===== config.mk =====
export PLATFORM = sky130hd
export DESIGN_NAME = rc5_pulse_width_decoder
export DESIGN_NICKNAME = d
export VERILOG_FILES = /design/src/rtl/core/rc5pwd_pkg.sv /design/src/rtl/core/rc5_pulse_width_decoder.sv /design/src/rtl/core/rc5pwd_cfg.sv /design/src/rtl/core/rc5pwd_dec.sv
export SDC_FILE = /design/constraint.sdc
export NUM_CORES = 1
export LEC_CHECK = 0
export ABC_AREA = 1
export ABC_CLOCK_PERIOD_IN_PS = 5500
export BUFFER_PORTS_ARGS = -buffer_cell sky130_fd_sc_hd__buf_4
export CORE_UTILIZATION = 59
export CTS_CLUSTER_DIAMETER = 80
export DETAILED_ROUTE_END_ITERATION = 10
export GPL_TIMING_DRIVEN = 0
export PLACE_DENSITY = 0.81
export SLEW_MARGIN = 20
export SYNTH_ARGS = -nofsm -noshare
export SYNTH_HDL_FRONTEND = slang
export SYNTH_SLANG_ARGS = --single-unit

===== constraint.sdc =====
create_clock -name clk -period 5.5 [get_ports clk]
set_input_delay 0.275 -clock clk [delete_from_list [all_inputs] [get_ports clk]]
set_output_delay 0.275 -clock clk [all_outputs]
set_load 0.03 [all_outputs]

===== src/rtl/core/rc5pwd_pkg.sv =====
`default_nettype none

package rc5pwd_pkg;

    localparam int DATA_W  = 16;
    localparam int FRAME_W = 14;
    localparam int PHASE_W = 5;
    localparam int INDEX_W = 4;
    localparam int IDX_W   = 2;

    localparam logic [INDEX_W-1:0] FRAME_TOP_BIT = 4'd13;
    localparam logic [INDEX_W-1:0] FIRST_DATA_BIT = 4'd12;

    localparam logic [DATA_W-1:0] MAX_BIT_RST  = 16'd1900;
    localparam logic [DATA_W-1:0] MIN_HALF_RST = 16'd700;
    localparam logic [DATA_W-1:0] MAX_HALF_RST = 16'd1000;

    localparam logic [IDX_W-1:0] REG_MAX_BIT  = 2'd0;
    localparam logic [IDX_W-1:0] REG_MIN_HALF = 2'd1;
    localparam logic [IDX_W-1:0] REG_MAX_HALF = 2'd2;

    localparam logic MODE_EDGE    = 1'b0;
    localparam logic MODE_TIMEOUT = 1'b1;

    localparam logic [1:0] ST_DONE  = 2'd0;
    localparam logic [1:0] ST_WIDTH = 2'd1;
    localparam logic [1:0] ST_START = 2'd2;

    typedef struct packed {
        logic [DATA_W-1:0] max_bit_us;
        logic [DATA_W-1:0] min_half_us;
        logic [DATA_W-1:0] max_half_us;
    } cfg_t;

    typedef struct packed {
        logic              mode;
        logic [DATA_W-1:0] pulse_width_us;
        logic              falling_edge;
    } event_t;

    typedef struct packed {
        logic [1:0]         status;
        logic               toggle;
        logic [4:0]         address;
        logic [5:0]         command;
        logic [FRAME_W-1:0] raw_frame;
        logic [DATA_W-1:0]  frames_seen;
    } result_t;

endpackage

`default_nettype wire


===== src/rtl/core/rc5_pulse_width_decoder.sv =====
// RC5 infrared frame decoder driven by edge-timing events.
// Input channel (in_valid/in_stall): one word per edge event with mode
// (0 edge, 1 frame timeout), pulse_width_us and falling_edge.
// Output channel (out_valid/out_stall): one word per finished frame or
// per width/start-bit error: status, toggle, address, command, raw_frame,
// frames_seen. Most events produce no output word.
// Config port: cfg_write with cfg_index 0 max_bit_us, 1 min_half_us,
// 2 max_half_us; write only while the decoder is idle.
// Flow: an accepted event is held in the input register, then the
// decode logic updates the frame state and loads the result register.
// A result word is presented from the result register; while out_stall
// holds no waiting result word, the pipe accepts one event every cycle.
// While out_stall holds a waiting result word, the event in the input
// register waits there and in_stall rises, whether or not that event
// produces a word; it is decoded in the cycle the result slot drains.
// Reset: decoder idle (waiting for a start edge), frame count zero,
// registers at 1900/700/1000 us, both channels empty.
`default_nettype none

module rc5_pulse_width_decoder (
    input  wire logic                             clk,
    input  wire logic                             rst_n,
    input  wire logic                             cfg_write,
    input  wire logic [rc5pwd_pkg::IDX_W-1:0]     cfg_index,
    input  wire logic [rc5pwd_pkg::DATA_W-1:0]    cfg_data,
    input  wire logic                             in_valid,
    output logic                                  in_stall,
    input  wire logic                             mode,
    input  wire logic [rc5pwd_pkg::DATA_W-1:0]    pulse_width_us,
    input  wire logic                             falling_edge,
    output logic                                  out_valid,
    input  wire logic                             out_stall,
    output logic [1:0]                            status,
    output logic                                  toggle,
    output logic [4:0]                            address,
    output logic [5:0]                            command,
    output logic [rc5pwd_pkg::FRAME_W-1:0]        raw_frame,
    output logic [rc5pwd_pkg::DATA_W-1:0]         frames_seen
);

    rc5pwd_pkg::cfg_t    cfg;
    rc5pwd_pkg::event_t  evt_reg;
    rc5pwd_pkg::result_t res;
    rc5pwd_pkg::result_t res_reg;

    logic in_valid_reg, in_valid_next;
    logic out_valid_reg, out_valid_next;
    logic emit;
    logic out_free;
    logic fire;
    logic accept;

    rc5pwd_cfg u_cfg (
        .clk       (clk),
        .rst_n     (rst_n),
        .cfg_write (cfg_write),
        .cfg_index (cfg_index),
        .cfg_data  (cfg_data),
        .cfg       (cfg)
    );

    // result slot free now or being drained this cycle
    assign out_free = !out_valid_reg || !out_stall;

    rc5pwd_dec u_dec (
        .clk    (clk),
        .rst_n  (rst_n),
        .fire   (fire),
        .evt    (evt_reg),
        .cfg    (cfg),
        .emit   (emit),
        .result (res)
    );

    assign fire     = in_valid_reg && out_free;
    assign in_stall = in_valid_reg && !out_free;
    assign accept   = in_valid && !in_stall;

    always_comb
    begin
        in_valid_next = in_valid_reg;
        if (accept)
            in_valid_next = 1'b1;
        else if (fire)
            in_valid_next = 1'b0;

        out_valid_next = out_valid_reg;
        if (fire && emit)
            out_valid_next = 1'b1;
        else if (out_valid_reg && !out_stall)
            out_valid_next = 1'b0;
    end

    always_ff @(posedge clk or negedge rst_n)
    begin
        if (!rst_n)
        begin
            in_valid_reg  <= 1'b0;
            out_valid_reg <= 1'b0;
        end
        else
        begin
            in_valid_reg  <= in_valid_next;
            out_valid_reg <= out_valid_next;
        end
    end

    always_ff @(posedge clk)
    begin
        if (accept)
        begin
            evt_reg.mode           <= mode;
            evt_reg.pulse_width_us <= pulse_width_us;
            evt_reg.falling_edge   <= falling_edge;
        end
        if (fire && emit)
            res_reg <= res;
    end

    assign out_valid   = out_valid_reg;
    assign status      = res_reg.status;
    assign toggle      = res_reg.toggle;
    assign address     = res_reg.address;
    assign command     = res_reg.command;
    assign raw_frame   = res_reg.raw_frame;
    assign frames_seen = res_reg.frames_seen;

endmodule

`default_nettype wire


===== src/rtl/core/rc5pwd_cfg.sv =====
`default_nettype none

module rc5pwd_cfg (
    input  wire logic                             clk,
    input  wire logic                             rst_n,
    input  wire logic                             cfg_write,
    input  wire logic [rc5pwd_pkg::IDX_W-1:0]     cfg_index,
    input  wire logic [rc5pwd_pkg::DATA_W-1:0]    cfg_data,
    output rc5pwd_pkg::cfg_t                      cfg
);

    rc5pwd_pkg::cfg_t cfg_reg;

    always_ff @(posedge clk or negedge rst_n)
    begin
        if (!rst_n)
        begin
            cfg_reg.max_bit_us  <= rc5pwd_pkg::MAX_BIT_RST;
            cfg_reg.min_half_us <= rc5pwd_pkg::MIN_HALF_RST;
            cfg_reg.max_half_us <= rc5pwd_pkg::MAX_HALF_RST;
        end
        else if (cfg_write)
        begin
            unique case (cfg_index)
                rc5pwd_pkg::REG_MAX_BIT:  cfg_reg.max_bit_us  <= cfg_data;
                rc5pwd_pkg::REG_MIN_HALF: cfg_reg.min_half_us <= cfg_data;
                rc5pwd_pkg::REG_MAX_HALF: cfg_reg.max_half_us <= cfg_data;
                default: ;
            endcase
        end
    end

    assign cfg = cfg_reg;

endmodule

`default_nettype wire


===== src/rtl/core/rc5pwd_dec.sv =====
`default_nettype none

module rc5pwd_dec (
    input  wire logic                 clk,
    input  wire logic                 rst_n,
    input  wire logic                 fire,
    input  rc5pwd_pkg::event_t        evt,
    input  rc5pwd_pkg::cfg_t          cfg,
    output logic                      emit,
    output rc5pwd_pkg::result_t       result
);

    logic [rc5pwd_pkg::PHASE_W-1:0] phase_reg, phase_next;
    logic [rc5pwd_pkg::INDEX_W-1:0] index_reg, index_next;
    logic [rc5pwd_pkg::FRAME_W-1:0] bits_reg, bits_next;
    logic [rc5pwd_pkg::DATA_W-1:0]  count_reg, count_next;

    logic [rc5pwd_pkg::PHASE_W-1:0] ph_mid;
    logic [rc5pwd_pkg::FRAME_W-1:0] bit_mask;
    logic [rc5pwd_pkg::FRAME_W-1:0] sampled;
    logic                           width_bad;
    logic                           long_gap;

    assign bit_mask  = rc5pwd_pkg::FRAME_W'(1) << index_reg;
    assign width_bad = (evt.pulse_width_us > cfg.max_bit_us) ||
                       (evt.pulse_width_us < cfg.min_half_us);
    assign long_gap  = evt.pulse_width_us > cfg.max_half_us;
    assign ph_mid    = long_gap ? phase_reg + 5'd1 : phase_reg;
    assign sampled   = evt.falling_edge ? (bits_reg | bit_mask) : bits_reg;

    always_comb
    begin
        phase_next = phase_reg;
        index_next = index_reg;
        bits_next  = bits_reg;
        count_next = count_reg;
        emit       = 1'b0;
        result     = '0;
        result.frames_seen = count_reg;

        if (!fire)
        begin
        end
        else if (evt.mode == rc5pwd_pkg::MODE_TIMEOUT)
        begin
            phase_next = '0;
            index_next = rc5pwd_pkg::FRAME_TOP_BIT;
        end
        else if (phase_reg == '0)
        begin
            phase_next = '0;
            index_next = rc5pwd_pkg::FRAME_TOP_BIT;
            if (evt.falling_edge)
            begin
                phase_next = 5'd1;
                bits_next  = '0;
            end
        end
        else if (width_bad)
        begin
            phase_next    = '0;
            index_next    = rc5pwd_pkg::FRAME_TOP_BIT;
            emit          = 1'b1;
            result.status = rc5pwd_pkg::ST_WIDTH;
        end
        else if (phase_reg == 5'd1 || phase_reg == 5'd2)
        begin
            if (long_gap)
            begin
                phase_next    = '0;
                index_next    = rc5pwd_pkg::FRAME_TOP_BIT;
                emit          = 1'b1;
                result.status = rc5pwd_pkg::ST_START;
            end
            else
            begin
                bits_next  = bits_reg | bit_mask;
                index_next = index_reg - 4'd1;
                phase_next = phase_reg + 5'd1;
            end
        end
        else if (index_reg >= rc5pwd_pkg::FIRST_DATA_BIT)
        begin
        end
        else if (!ph_mid[0])
        begin
            // mid-bit edge
            bits_next = sampled;
            if (index_reg == '0)
            begin
                phase_next         = '0;
                index_next         = rc5pwd_pkg::FRAME_TOP_BIT;
                count_next         = count_reg + 16'd1;
                emit               = 1'b1;
                result.status      = rc5pwd_pkg::ST_DONE;
                result.toggle      = sampled[11];
                result.address     = sampled[10:6];
                result.command     = sampled[5:0];
                result.raw_frame   = sampled;
                result.frames_seen = count_reg + 16'd1;
            end
            else
            begin
                index_next = index_reg - 4'd1;
                phase_next = ph_mid + 5'd1;
            end
        end
        else
        begin
            phase_next = ph_mid + 5'd1;
        end
    end

    always_ff @(posedge clk or negedge rst_n)
    begin
        if (!rst_n)
        begin
            phase_reg <= '0;
            index_reg <= rc5pwd_pkg::FRAME_TOP_BIT;
            bits_reg  <= '0;
            count_reg <= '0;
        end
        else
        begin
            phase_reg <= phase_next;
            index_reg <= index_next;
            bits_reg  <= bits_next;
            count_reg <= count_next;
        end
    end

`ifndef SYNTHESIS
    a_done_counts: assert property (@(posedge clk) disable iff (!rst_n)
        (emit && result.status == rc5pwd_pkg::ST_DONE) |=>
            (count_reg == $past(count_reg) + 16'd1))
        else $error("frame count did not advance on a finished frame");

    a_err_zero: assert property (@(posedge clk) disable iff (!rst_n)
        (emit && result.status != rc5pwd_pkg::ST_DONE) |->
            (result.raw_frame == '0 && result.frames_seen == count_reg))
        else $error("error word carries frame data");

    a_timeout_idle: assert property (@(posedge clk) disable iff (!rst_n)
        (fire && evt.mode == rc5pwd_pkg::MODE_TIMEOUT) |=>
            (phase_reg == '0 && index_reg == rc5pwd_pkg::FRAME_TOP_BIT))
        else $error("timeout did not return decoder to idle");

    a_no_emit_idle: assert property (@(posedge clk) disable iff (!rst_n)
        (fire && phase_reg == '0) |-> !emit)
        else $error("word produced while waiting for a frame");
`endif

endmodule

`default_nettype wire

==> out/qor.csv <==
stage,metric,value,unit
outcome,outcome,finished clean,
global_routing,overall routing resource usage,26.6,%
logic_synthesis,ys flop type,dfrtp_1,
worst_setup_path,worst reg-to-reg setup slack,1910,ps
logic_synthesis,Mapped Nets,883,
timing,Tmin final,3590,ps
cells_and_area,max FFs per register,48,
timing,crit share post-route,65.2,%
timing,Worst Tran Pin Value,843,ps
timing,Fin Setup TNS,0,ps
pwr,static leakage,4.23,nW
placement,GP Congestion,0.896,
worst_setup_path,CP Class,flip-flop to flip-flop,
worst_setup_path,WP data required,5660,ps
logic_synthesis,Post-Synthesis Cells,783,
worst_setup_path,Critical Path Start,u_cfg.cfg[9],
global_routing,global-route wire length before repair,26.1,mm
cells_and_area,layout cells sized above 1,19.3,%
floorplanning,total core area,12000,um^2
hold_path,Tightest Hold Check Type,input pin to flip-flop,
worst_setup_path,r2r endpoint,frames_seen[9],
global_routing,GR Util met3,5.68,%
floorplanning,die footprint,12800,um^2
drt,Post-DRT Antenna Nets,0,
clocking,"CTS clk-pin slew, worst paths",60,ps
global_routing,antenna violations before repair,0,
logic_synthesis,Yosys reg bits,139,
drt,via/cell ratio,5.44,
worst_setup_path,reg2reg start,u_cfg.cfg[9],
worst_setup_path,r2r worst-path depth,17,
logic_synthesis,mean post-synth cell area,9.29,um^2
cells_and_area,synthesis-to-layout area growth,19.7,%
logic_synthesis,Synth area leader,dfrtp_1,
clocking,H-tree levels,4,
drt,First-pass DRT Iterations,6,
pwr,total power,0.00307,W
drt,Routed WL,15.8,mm
clocking,CTS tree,yes,
hold_path,beginning of the worst hold path,pulse_width_us[9],
timing,RSZ-0062 raised after global routing,false,
floorplanning,Die Y,113,um
logic_synthesis,top post-synthesis cells by area,"dfrtp_1 (23%), edfxtp_1 (21%), ha_1 (10%), nand2_1 (8.5%), dfstp_2 (7.9%)",
logic_synthesis,synth warn,0,
logic_synthesis,Synth Cell Area,7270,um^2
clocking,Root Driver,clkbuf_16,
floorplanning,I/O pin cnt,87,
pwr,P per Cell Area,353,nW/um^2
timing,Final Hold Fails,0,
timing,Final Skew,7.85,ps
placement,Cells after DPL,1017,
worst_setup_path,crit path DAT,3750,ps
global_routing,grt ovf,0,
worst_setup_path,crit end category,flip-flop,
global_routing,largest net degree at the start of global routing,90,
flow_run,Max Cap Viol,0,
placement,HPWL after detailed placement,11.2,mm
timing,slew margin rel.,43.7,%
floorplanning,placement row count,40,
placement,# port buffers,86,
cells_and_area,diode count,0,
logic_synthesis,Async SR Flop Fraction,64.0,%
timing,fmax,279,MHz
timing,max-slew violations,0,
global_routing,M1 GR Usage,36.4,%
clocking,clock sinks,139,
pwr,Peak VDD IR,0.000215,V
worst_setup_path,Setup crit end,frames_seen[9],
floorplanning,Initial Util,60.6,%
clocking,"Clk Latency, worst-skew pair",420,ps
global_routing,vias in the first global route,5551,
global_routing,met2 global-route usage,41.7,%
cells_and_area,Finished Layout Cells,1050,
worst_setup_path,crit path max fanout,10,
timing,Setup Viol. Count Final,0,
logic_synthesis,"Seq/Total Area, Yosys",51.6,%
cells_and_area,final core occ,72.5,%
clocking,clock buffer depth,2,
clocking,Num CTS Buffers,17,
logic_synthesis,Yosys top cell area share,23.0,%
drt,WL per Instance,15.1,um
logic_synthesis,Yosys cell types,34,
global_routing,busiest grt layer,met2,
drt,DRC,0,
drt,Iter 0 DRT Violations,513,
drt,vias,5709,
worst_setup_path,Setup crit start kind,flip-flop,
logic_synthesis,number of synthesized flops with an enable pin,50,
floorplanning,die span in x,113,um
cells_and_area,Nets,990,
## area by class of cell
cell class | count | area [um^2]
timing repair buffer | 88 | 687
tap | 147 | 184
sequential | 139 | 3760
buffer | 29 | 161
clock inverter | 10 | 98.8
fill | 851 | 3300
multi-input combinational | 494 | 2910
clock buffer | 22 | 454
inverter | 121 | 454
## per-layer routing
metal | up-vias | wire length (um) | part of all wire [%]
li1 | 2768 | - | -
met1 | 2670 | 7040 | 44
met2 | 243 | 7530 | 47
met3 | 28 | 1020 | 6.5
met4 | 0 | 255 | 1.6
met5 | - | 0 | 0
## logic make-up (layout without fill, tap and decap cells)
family	after synthesis	count (layout)	synth area share (%)
fa+ha+maj	59	59	10.1
xor+xnor	31	31	3.73
simple gates	275	275	16.4
flops	139	139	51.6
buf+inv	150	270	8.46
compound gates	129	129	9.63
## critical path: stages, from the launching register on
cell and delay, ps:
dfstp_2 520, inv_1 50, ha_1 280, nand4_1 130
nor3_1 320, nand3_1 270, nand2_1 260, ha_1 340
nor2_2 170, inv_2 50, nor2_1 100, inv_2 50
nor2_4 90, inv_2 90, nor2_8 140, buf_4 190
nand2_1 100, xor2_1 170
## worst min path at each step
stage	slack, ps	endpoint	depth (start not counted)
2_1_floorplan	-20	in_valid_reg	0
3_3_place_gp	450	evt_reg[12]	1
3_5_place_dp	450	evt_reg[10]	1
4_1_cts	20	evt_reg[10]	1
5_1_grt	10	evt_reg[0]	1
6_report	20	evt_reg[10]	1
## power breakdown
part,switching (W),internal [W],total [W],leakage (nW)
logic,0.000454,0.000251,0.000706,2.39
clock network,0.000413,0.000670,0.00108,0.270
registers,0.0000706,0.00121,0.00128,1.57
## metrics by stage
stage	cell area [um^2]	hold slack, ps	worst slack [ps]
2_1_floorplan	7270	-20.6	1060
3_3_place_gp	8100	453	-173
3_5_place_dp	8140	454	1940
4_1_cts	8700	15.5	1930
5_1_grt	8710	13.1	1660
6_report	8710	24.6	1910
## timing repair
action,4_1_cts,5_1_grt
buffers inserted,0,0
resized for setup,0,0
hold buffers,0,1
setup endpoints to repair,0,0
hold endpoints to repair,0,5
## placed cells by master (no fill, tap or decap), types with 16 or more instances in the layout
cell,Yosys,final
xor2_1,18,18
o21ai_0,61,60
buf_4,13,98
edfxtp_1,50,50
nor2_1,42,42
nand4_1,18,18
clkbuf_16,0,17
a21oi_1,39,39
nor3_1,16,16
inv_1,108,108
dfrtp_1,67,67
nand3_1,25,25
dfstp_2,22,22
nand2_1,164,164
clkbuf_1,12,16
ha_1,59,59
## Yosys cell counts, types with 2 or more instances
cell type,n
a31oi_1,2
dfrtp_1,67
nor2_1,42
o21a_1,5
buf_2,3
edfxtp_1,50
dfstp_2,22
nand3_1,25
a21boi_1,9
a21oi_1,39
o21ai_0,61
nor3_4,2
o21ai_1,7
nand4_1,18
inv_1,108
nand2_1,164
nor3_1,16
clkbuf_1,12
xnor2_1,13
ha_1,59
inv_2,13
a21o_1,2
buf_4,13
nor2_2,4
xor2_1,18
Power figures use the tool's default switching activity.
